**src/rtl/hufd_pkg.sv**
```systemverilog
// hufd_pkg: shared types and constants of the table driven huffman bit decoder
`default_nettype none

package hufd_pkg;

	localparam int TABLE_DEPTH   = 16;
	localparam int MAX_CODE_BITS = 16;
	localparam int BYTE_BITS     = 8;
	localparam int QDEPTH        = 4;

	localparam int IDX_W  = (TABLE_DEPTH > 1) ? $clog2(TABLE_DEPTH) : 1;
	localparam int LEN_W  = $clog2(MAX_CODE_BITS + 1);
	localparam int CMP_W  = (MAX_CODE_BITS > 16) ? MAX_CODE_BITS : 16;
	localparam int QPTR_W = (QDEPTH > 1) ? $clog2(QDEPTH) : 1;
	localparam int QCNT_W = $clog2(QDEPTH + 1);

	localparam logic OP_LOAD   = 1'b0;
	localparam logic OP_DECODE = 1'b1;

	typedef struct packed {
		logic        operation;
		logic        message_start;
		logic [7:0]  data_byte;
		logic [3:0]  bit_count;
		logic [3:0]  entry_index;
		logic [7:0]  entry_symbol;
		logic [4:0]  entry_length;
		logic [15:0] entry_code;
	} in_item_t;

	typedef struct packed {
		logic [7:0] symbol;
		logic       last;
		logic       code_error;
	} out_item_t;

	typedef struct packed {
		logic             is_load;
		logic             start;
		logic [7:0]       data;
		logic [3:0]       count;
		logic [IDX_W-1:0] idx;
		logic [7:0]       symbol;
		logic [4:0]       length;
		logic [15:0]      code;
	} cmd_t;

endpackage

`default_nettype wire

```
**src/rtl/hufd_front.sv**
```systemverilog
// hufd_front: accepts items, classifies them and queues them for the decode engine
`default_nettype none

module hufd_front
	import hufd_pkg::*;
(
	input  wire logic     clk,
	input  wire logic     arst_n,
	input  wire logic     cmd_valid,
	output logic          cmd_stall,
	input  wire in_item_t cmd,
	output logic          head_valid,
	output cmd_t          head,
	input  wire logic     head_pop
);

	cmd_t              mem_q [QDEPTH];
	logic [QPTR_W-1:0] wr_ptr_q;
	logic [QPTR_W-1:0] rd_ptr_q;
	logic [QCNT_W-1:0] count_q;
	cmd_t              cls;
	logic              in_range;
	logic              full;
	logic              xfer;
	logic              push;
	logic              pop;

	// classify the incoming item
	always_comb begin
		in_range    = 32'(cmd.entry_index) < TABLE_DEPTH;
		cls.is_load = (cmd.operation == OP_LOAD);
		cls.start   = cmd.message_start;
		cls.data    = cmd.data_byte;
		cls.count   = (cmd.bit_count > 4'(BYTE_BITS)) ? 4'(BYTE_BITS) : cmd.bit_count;
		cls.idx     = IDX_W'(cmd.entry_index);
		cls.symbol  = cmd.entry_symbol;
		cls.length  = cmd.entry_length;
		cls.code    = cmd.entry_code;
	end

	assign full       = (32'(count_q) == QDEPTH);
	assign cmd_stall  = full;
	assign xfer       = cmd_valid && !full;
	// out of range loads are dropped here
	assign push       = xfer && !(cls.is_load && !in_range);
	assign head_valid = (count_q != '0);
	assign pop        = head_pop && head_valid;
	assign head       = mem_q[rd_ptr_q];

	always_ff @(posedge clk) begin
		if (push) begin
			mem_q[wr_ptr_q] <= cls;
		end
	end

	always_ff @(posedge clk or negedge arst_n) begin
		if (!arst_n) begin
			wr_ptr_q <= '0;
			rd_ptr_q <= '0;
			count_q  <= '0;
		end else begin
			if (push) begin
				wr_ptr_q <= (32'(wr_ptr_q) == QDEPTH - 1) ? '0 : QPTR_W'(wr_ptr_q + 1'b1);
			end
			if (pop) begin
				rd_ptr_q <= (32'(rd_ptr_q) == QDEPTH - 1) ? '0 : QPTR_W'(rd_ptr_q + 1'b1);
			end
			if (push && !pop) begin
				count_q <= QCNT_W'(count_q + 1'b1);
			end else if (pop && !push) begin
				count_q <= QCNT_W'(count_q - 1'b1);
			end
		end
	end

`ifndef SYNTHESIS
	a_count_bound: assert property (@(posedge clk) disable iff (!arst_n)
		32'(count_q) <= QDEPTH)
		else $error("queue count above depth");
	a_count_up: assert property (@(posedge clk) disable iff (!arst_n)
		(push && !pop) |=> (32'(count_q) == 32'($past(count_q)) + 1))
		else $error("queue count did not rise on push");
	a_count_down: assert property (@(posedge clk) disable iff (!arst_n)
		(pop && !push) |=> (32'(count_q) + 1 == 32'($past(count_q))))
		else $error("queue count did not fall on pop");
`endif

endmodule

`default_nettype wire

```
**src/rtl/hufd_back.sv**
```systemverilog
// hufd_back: code table, bit serial accumulator with parallel table match, result register
`default_nettype none

module hufd_back
	import hufd_pkg::*;
(
	input  wire logic clk,
	input  wire logic arst_n,
	input  wire logic head_valid,
	input  wire cmd_t head,
	output logic      head_pop,
	output logic      rsp_valid,
	input  wire logic rsp_stall,
	output out_item_t rsp
);

	typedef enum logic [2:0] {
		ST_IDLE  = 3'b001,
		ST_SHIFT = 3'b010,
		ST_FLUSH = 3'b100
	} state_t;

	localparam int ACC_W = MAX_CODE_BITS;

	state_t           state_q;
	logic [7:0]       sym_q   [TABLE_DEPTH];
	logic [4:0]       tlen_q  [TABLE_DEPTH];
	logic [15:0]      tcode_q [TABLE_DEPTH];
	logic [ACC_W-1:0] acc_q;
	logic [LEN_W-1:0] len_q;
	logic [7:0]       data_q;
	logic [3:0]       left_q;
	logic             pend_valid_q;
	logic [7:0]       pend_sym_q;
	logic             pend_err_q;
	logic             out_valid_q;
	out_item_t        out_q;

	logic [ACC_W-1:0] acc_n;
	logic [LEN_W-1:0] len_n;
	logic             hit;
	logic [7:0]       hit_sym;
	logic             over;
	logic             emit;
	logic             out_free;
	logic             step;
	logic             flush;
	logic             push_out;
	out_item_t        push_item;

	assign acc_n = ACC_W'({acc_q, data_q[7]});
	assign len_n = LEN_W'(len_q + 1'b1);

	// first live entry matching length and code; a zero symbol ends the table
	always_comb begin
		logic alive;
		alive   = 1'b1;
		hit     = 1'b0;
		hit_sym = '0;
		for (int k = 0; k < TABLE_DEPTH; k++) begin
			alive = alive && (sym_q[k] != '0);
			if (!hit && alive && (32'(tlen_q[k]) == 32'(len_n))
					&& (CMP_W'(tcode_q[k]) == CMP_W'(acc_n))) begin
				hit     = 1'b1;
				hit_sym = sym_q[k];
			end
		end
	end

	assign over     = 32'(len_n) >= MAX_CODE_BITS;
	assign emit     = hit || over;
	assign out_free = !out_valid_q || !rsp_stall;
	assign head_pop = (state_q == ST_IDLE) && head_valid;
	assign step     = (state_q == ST_SHIFT) && out_free;
	assign flush    = (state_q == ST_FLUSH) && out_free;
	assign push_out = pend_valid_q && ((step && emit) || flush);

	always_comb begin
		push_item.symbol     = pend_sym_q;
		push_item.last       = flush;
		push_item.code_error = pend_err_q;
	end

	assign rsp_valid = out_valid_q;
	assign rsp       = out_q;

	// table contents
	always_ff @(posedge clk or negedge arst_n) begin
		if (!arst_n) begin
			for (int k = 0; k < TABLE_DEPTH; k++) begin
				sym_q[k] <= '0;
			end
		end else if (head_pop && head.is_load) begin
			sym_q[head.idx] <= head.symbol;
		end
	end

	always_ff @(posedge clk) begin
		if (head_pop && head.is_load) begin
			tlen_q[head.idx]  <= head.length;
			tcode_q[head.idx] <= head.code;
		end
	end

	always_ff @(posedge clk) begin
		if (push_out) begin
			out_q <= push_item;
		end
		if (step && emit) begin
			pend_sym_q <= hit ? hit_sym : 8'd0;
			pend_err_q <= !hit;
		end
		if (head_pop && !head.is_load) begin
			data_q <= head.data;
		end else if (step) begin
			data_q <= {data_q[6:0], 1'b0};
		end
	end

	always_ff @(posedge clk or negedge arst_n) begin
		if (!arst_n) begin
			state_q      <= ST_IDLE;
			acc_q        <= '0;
			len_q        <= '0;
			left_q       <= '0;
			pend_valid_q <= 1'b0;
			out_valid_q  <= 1'b0;
		end else begin
			if (push_out) begin
				out_valid_q <= 1'b1;
			end else if (!rsp_stall) begin
				out_valid_q <= 1'b0;
			end
			unique case (state_q)
				ST_IDLE: begin
					if (head_pop && !head.is_load) begin
						if (head.start) begin
							acc_q <= '0;
							len_q <= '0;
						end
						left_q <= head.count;
						if (head.count != '0) begin
							state_q <= ST_SHIFT;
						end
					end
				end
				ST_SHIFT: begin
					if (step) begin
						if (emit) begin
							acc_q        <= '0;
							len_q        <= '0;
							pend_valid_q <= 1'b1;
						end else begin
							acc_q <= acc_n;
							len_q <= len_n;
						end
						left_q <= 4'(left_q - 4'd1);
						if (left_q == 4'd1) begin
							state_q <= ST_FLUSH;
						end
					end
				end
				ST_FLUSH: begin
					if (flush) begin
						pend_valid_q <= 1'b0;
						state_q      <= ST_IDLE;
					end
				end
				default: begin
					state_q <= ST_IDLE;
				end
			endcase
		end
	end

`ifndef SYNTHESIS
	a_pend_idle: assert property (@(posedge clk) disable iff (!arst_n)
		(state_q == ST_IDLE) |-> !pend_valid_q)
		else $error("held result left over in idle");
	a_shift_left: assert property (@(posedge clk) disable iff (!arst_n)
		(state_q == ST_SHIFT) |-> (left_q != '0))
		else $error("shifting with no bits left");
	a_len_bound: assert property (@(posedge clk) disable iff (!arst_n)
		32'(len_q) < MAX_CODE_BITS)
		else $error("accumulated length reached maximum");
	a_flush_last: assert property (@(posedge clk) disable iff (!arst_n)
		(flush && pend_valid_q) |=> (out_valid_q && out_q.last))
		else $error("final result of byte not marked last");
`endif

endmodule

`default_nettype wire

```
**src/rtl/huffman_table_bit_decoder_top.sv**
```systemverilog
// huffman_table_bit_decoder_top: queued front end feeding the table driven bit decoder
// an accepted item is written into a four entry queue and is picked up when the decoder is idle
// a load or a zero count decode is done at pick up; a decode of n bits steps through:
// pick up in idle, one bit per cycle through the all-entries compare in shift, then flush to release the last
// result; output stalls hold the bit steps; a result waits for the next one or the byte end
// reset: table symbols cleared (empty table), accumulator and queue empty, no clearing pass
`default_nettype none

module huffman_table_bit_decoder_top
	import hufd_pkg::*;
(
	input  wire logic     clk,
	input  wire logic     arst_n,
	input  wire logic     cmd_valid,
	output logic          cmd_stall,
	input  wire in_item_t cmd,
	output logic          rsp_valid,
	input  wire logic     rsp_stall,
	output out_item_t     rsp
);

	logic head_valid;
	cmd_t head;
	logic head_pop;

	hufd_front u_front (
		.clk        (clk),
		.arst_n     (arst_n),
		.cmd_valid  (cmd_valid),
		.cmd_stall  (cmd_stall),
		.cmd        (cmd),
		.head_valid (head_valid),
		.head       (head),
		.head_pop   (head_pop)
	);

	hufd_back u_back (
		.clk        (clk),
		.arst_n     (arst_n),
		.head_valid (head_valid),
		.head       (head),
		.head_pop   (head_pop),
		.rsp_valid  (rsp_valid),
		.rsp_stall  (rsp_stall),
		.rsp        (rsp)
	);

endmodule

`default_nettype wire
```
**config.mk**
```make
export PLATFORM = sky130hd
export DESIGN_NAME = huffman_table_bit_decoder_top
export DESIGN_NICKNAME = d
export VERILOG_FILES = /design/src/rtl/hufd_pkg.sv /design/src/rtl/hufd_front.sv /design/src/rtl/hufd_back.sv /design/src/rtl/huffman_table_bit_decoder_top.sv
export SDC_FILE = /design/constraint.sdc
export NUM_CORES = 1
export LEC_CHECK = 0
export ABC_AREA = 0
export BUFFER_PORTS_ARGS = -buffer_cell sky130_fd_sc_hd__buf_4
export CORE_ASPECT_RATIO = 1.4
export CORE_UTILIZATION = 50
export DETAILED_ROUTE_END_ITERATION = 10
export GPL_TIMING_DRIVEN = 0
export PLACE_DENSITY = 0.68
export SLEW_MARGIN = 25
export SYNTH_ARGS = -nofsm -noshare
export SYNTH_HDL_FRONTEND = slang
export SYNTH_HIERARCHICAL = 1
export SYNTH_SLANG_ARGS = --single-unit
```
**constraint.sdc**
```tcl
create_clock -name clk -period 4.75 [get_ports clk]
set_clock_uncertainty 0.05 [all_clocks]
set_input_delay 0.475 -clock clk [delete_from_list [all_inputs] [get_ports clk]]
set_output_delay 0.475 -clock clk [all_outputs]
set_load 0.05 [all_outputs]
```
==> reports/metrics.yaml <==
cts_buffer_depth: 3
final.min_clock_period_ns: 4.645
pin_count: 63
core_area_um2: 59950
endpoint: "u_back/pend_sym_q[4]$_SDFFCE_PN0P_"
io_buffers: 62
clkLatencyLatePin_ns: 0.61
ys.flop_type: "edfxtp_1"
netlist_instances: 1995
r2r_end: "u_back/pend_sym_q[4]$_SDFFCE_PN0P_"
fin_util_pct: 58.01
cp-start-kind: "register"
cts-buffers-inserted: 66
start_util_pct: 50.74
finalSetupTns_ns: 0
n_antenna_cell: 0
nets: 2205
synth_top_cell_by_area: "edfxtp_1"
tritoncts: "built"
reg2reg_from: "u_back/len_q[0]$_DFFE_PN0P_"
cts_max_level: 3
worstMarginPinSlew_ns: 1.085
die_h_um: 293.8
async_flop_share_pct: 22.94
dp_hpwl_um: 51090
routabilityCongestion: 0.9196
cp_max_fo: 10
grt_antenna_before_repair: 1
grt_use_total_pct: 25.34
seq_area_frac_synth_pct: 67.89
wl_per_cell_um: 25.54
synth_top_area_share_pct: 54.39
syn_to_final_growth_pct: 14.32
final_cell_mix: "551 x edfxtp_1, 239 x xor2_1, 158 x dfrtp_1"
fin_cells: 3005
cts_sinks: 715
fmax_mhz: 215.3
slew-limit-headroom_pct: 27.20
clk_pin_slew_ns: 0.06
gr-total-overflow: 0
dieWidth_um: 210.5
viasPerCell: 5.858
syn_area_per_cell_um2: 15.25
crit_arrival_ns: 4.93
fp-row-count: 106
yosysWarnings: 6
grt_pass1_wl_um: 114200
grt_start_max_net_pins: 85
synth.distinct_cells: 76
first_iter_violations: 1283
hold_viol_final: 0
setup_violations: 0
drive_gt1_share_pct: 20.00
drtPass1Iterations: 5
vdd_ir_drop_max_uv: 439.6
grt_pass1_vias: 18090
critPathLaunch: "u_back/len_q[0]$_DFFE_PN0P_"
hold_ws_ns: 0.02644
synth_nets: 2056
power_mw: 20.30
leakage_nw: 12.87
drt-total-wl_um: 76740
placed_cells: 2885
rr_worst_depth: 13
final_common_cell: "edfxtp_1"
rrSetupSlack_ns: 0.11
p_per_area_nw_per_um2: 583.8
synth_edf_count: 551
cts_root_buf: "clkbuf_16"
min_period_over_period_pct: 97.79
maxCapViolCount: 0
critPathCaptureType: "register"
synth_area_leaders: "edfxtp_1 54%, dfrtp_1 13%, xor2_1 6.9%"
post_cts.repair.setup_buffers: 0
worstSetupPathType: "register to register"
synth-seq-cells: 715
maxSlewViolCount: 0
run_status: "completed"
postRouteAntennaNets: 0
vias: 17600
required_ns: 5.04
drc_errors: 0
hold_path.class: "input port to register"
dieArea_um2: 61840
syn_area_um2: 30420
registers in the layout, indices dropped and copies added, names as in the netlist, 4 cells and up:
signal and cells:
u_back/data_q 8, u_back/len_q 5, u_front/mem_q 188, u_back/left_q 4
u_back/pend_sym_q 8, u_back/tcode_q 256, u_back/sym_q 128, u_back/acc_q 15
u_back/rsp 10, u_back/tlen_q 80
cell usage after synthesis, types with 6 or more instances:
cell / count
edfxtp_1: 551
xor2_1: 239
dfrtp_1: 163
nand2_1: 157
nor4_1: 106
mux2_2: 97
xnor2_1: 97
mux4_2: 45
nor2_1: 45
o21ai_0: 44
inv_1: 38
clkbuf_1: 37
a21oi_1: 35
buf_2: 35
nand3_1: 35
nand4_1: 30
a22o_1: 21
nor3_1: 13
and2_1: 12
nand2b_1: 12
buf_1: 11
a22oi_1: 9
ha_1: 9
mux2i_1: 8
nor2b_1: 8
and3_1: 7
or4_1: 7
a211oi_1: 6
a222oi_1: 6
or3_1: 6
routing by layer:
layer | global-route usage (%) | wire length [um] | part of all wire (%)
met5 | 0 | 0 | 0
met1 | 30.91 | 29840 | 39
met3 | 3.340 | 3384 | 4.4
met2 | 45.34 | 40520 | 53
met4 | 10.23 | 2988 | 3.9
repair_timing:
item | 4_1_cts | 5_1_grt
gates resized for setup | 21 | 17
gates cloned | 0 | 0
endpoints found under the setup margin | 48 | 19
hold buffers | 10 | 0
hold endpoints to repair | 112 | 0
pin swaps | 0 | 0
metrics by stage:
| stage | area, um^2 | worst slack, ns |
|---|---|---|
| detailed placement | 32390 | -1.153 |
| global placement | 31900 | -1.247 |
| finish | 34780 | 0.1051 |
| global route | 34780 | -0.002527 |
| CTS | 34730 | 0.008163 |
| floorplan | 30420 | 0.6468 |
final cells by class:
type / instances / area (um^2)
Buffer: 86 / 476.7
Clock buffer: 82 / 1725
Clock inverter: 37 / 431.7
Fill cell: 4678 / 25170
Inverter: 41 / 153.9
Multi-Input combinational cell: 1144 / 9371
Sequential cell: 715 / 20660
Tap cell: 810 / 1013
Timing Repair Buffer: 90 / 945.9
cell families (layout without fill, tap and decap cells):
logic type	after synthesis	count (layout)	synth area share, %
DFF	715	715	67.89
muxes	152	152	7.359
xor gates and xnor gates	344	344	10.24
adders and majority gates	10	10	0.4360
buffers and inverters	136	336	2.114
AOI/OAI and AO/OA	174	174	3.973
and+or+nand+nor	464	464	7.988
worst min path at each step:
stage                                       startpoint                        endpoint  slack [ns]  depth (start not counted)
global route                                    cmd[4]   u_front/mem_q[0][4]$_DFFE_PP_       0.006                          1
global placement    u_back/pend_sym_q[4]$_SDFFCE_PN0P_         u_back/rsp[6]$_DFFE_PP_        0.35                          0
finish                                          cmd[2]   u_front/mem_q[0][2]$_DFFE_PP_        0.03                          1
CTS                                            cmd[15]  u_front/mem_q[2][15]$_DFFE_PP_       0.002                          1
floorplan                                       arst_n     u_back/acc_q[0]$_DFFE_PN0P_        0.13                          0
detailed placement         u_back/pend_err_q$_DFFE_PP_         u_back/rsp[0]$_DFFE_PP_        0.36                          0
critical path: stages (launching register included):
cell	delay, ns
dfrtp_1	0.38
buf_2	0.38
buf_2	0.51
xnor2_1	0.16
nor4_2	0.56
nand4_1	0.18
nor4_2	0.51
a211oi_1	0.21
and4_1	0.26
clkbuf_1	0.23
a22o_1	0.25
a2111oi_2	0.28
o31ai_1	0.16
a22o_1	0.28
power by group:
group / internal, mW / switching [mW]
sequential: 8.59 / 0.726
clock: 2.96 / 2.34
combinational: 1.89 / 3.80
Note: power is estimated with default switching activity, not from simulation.
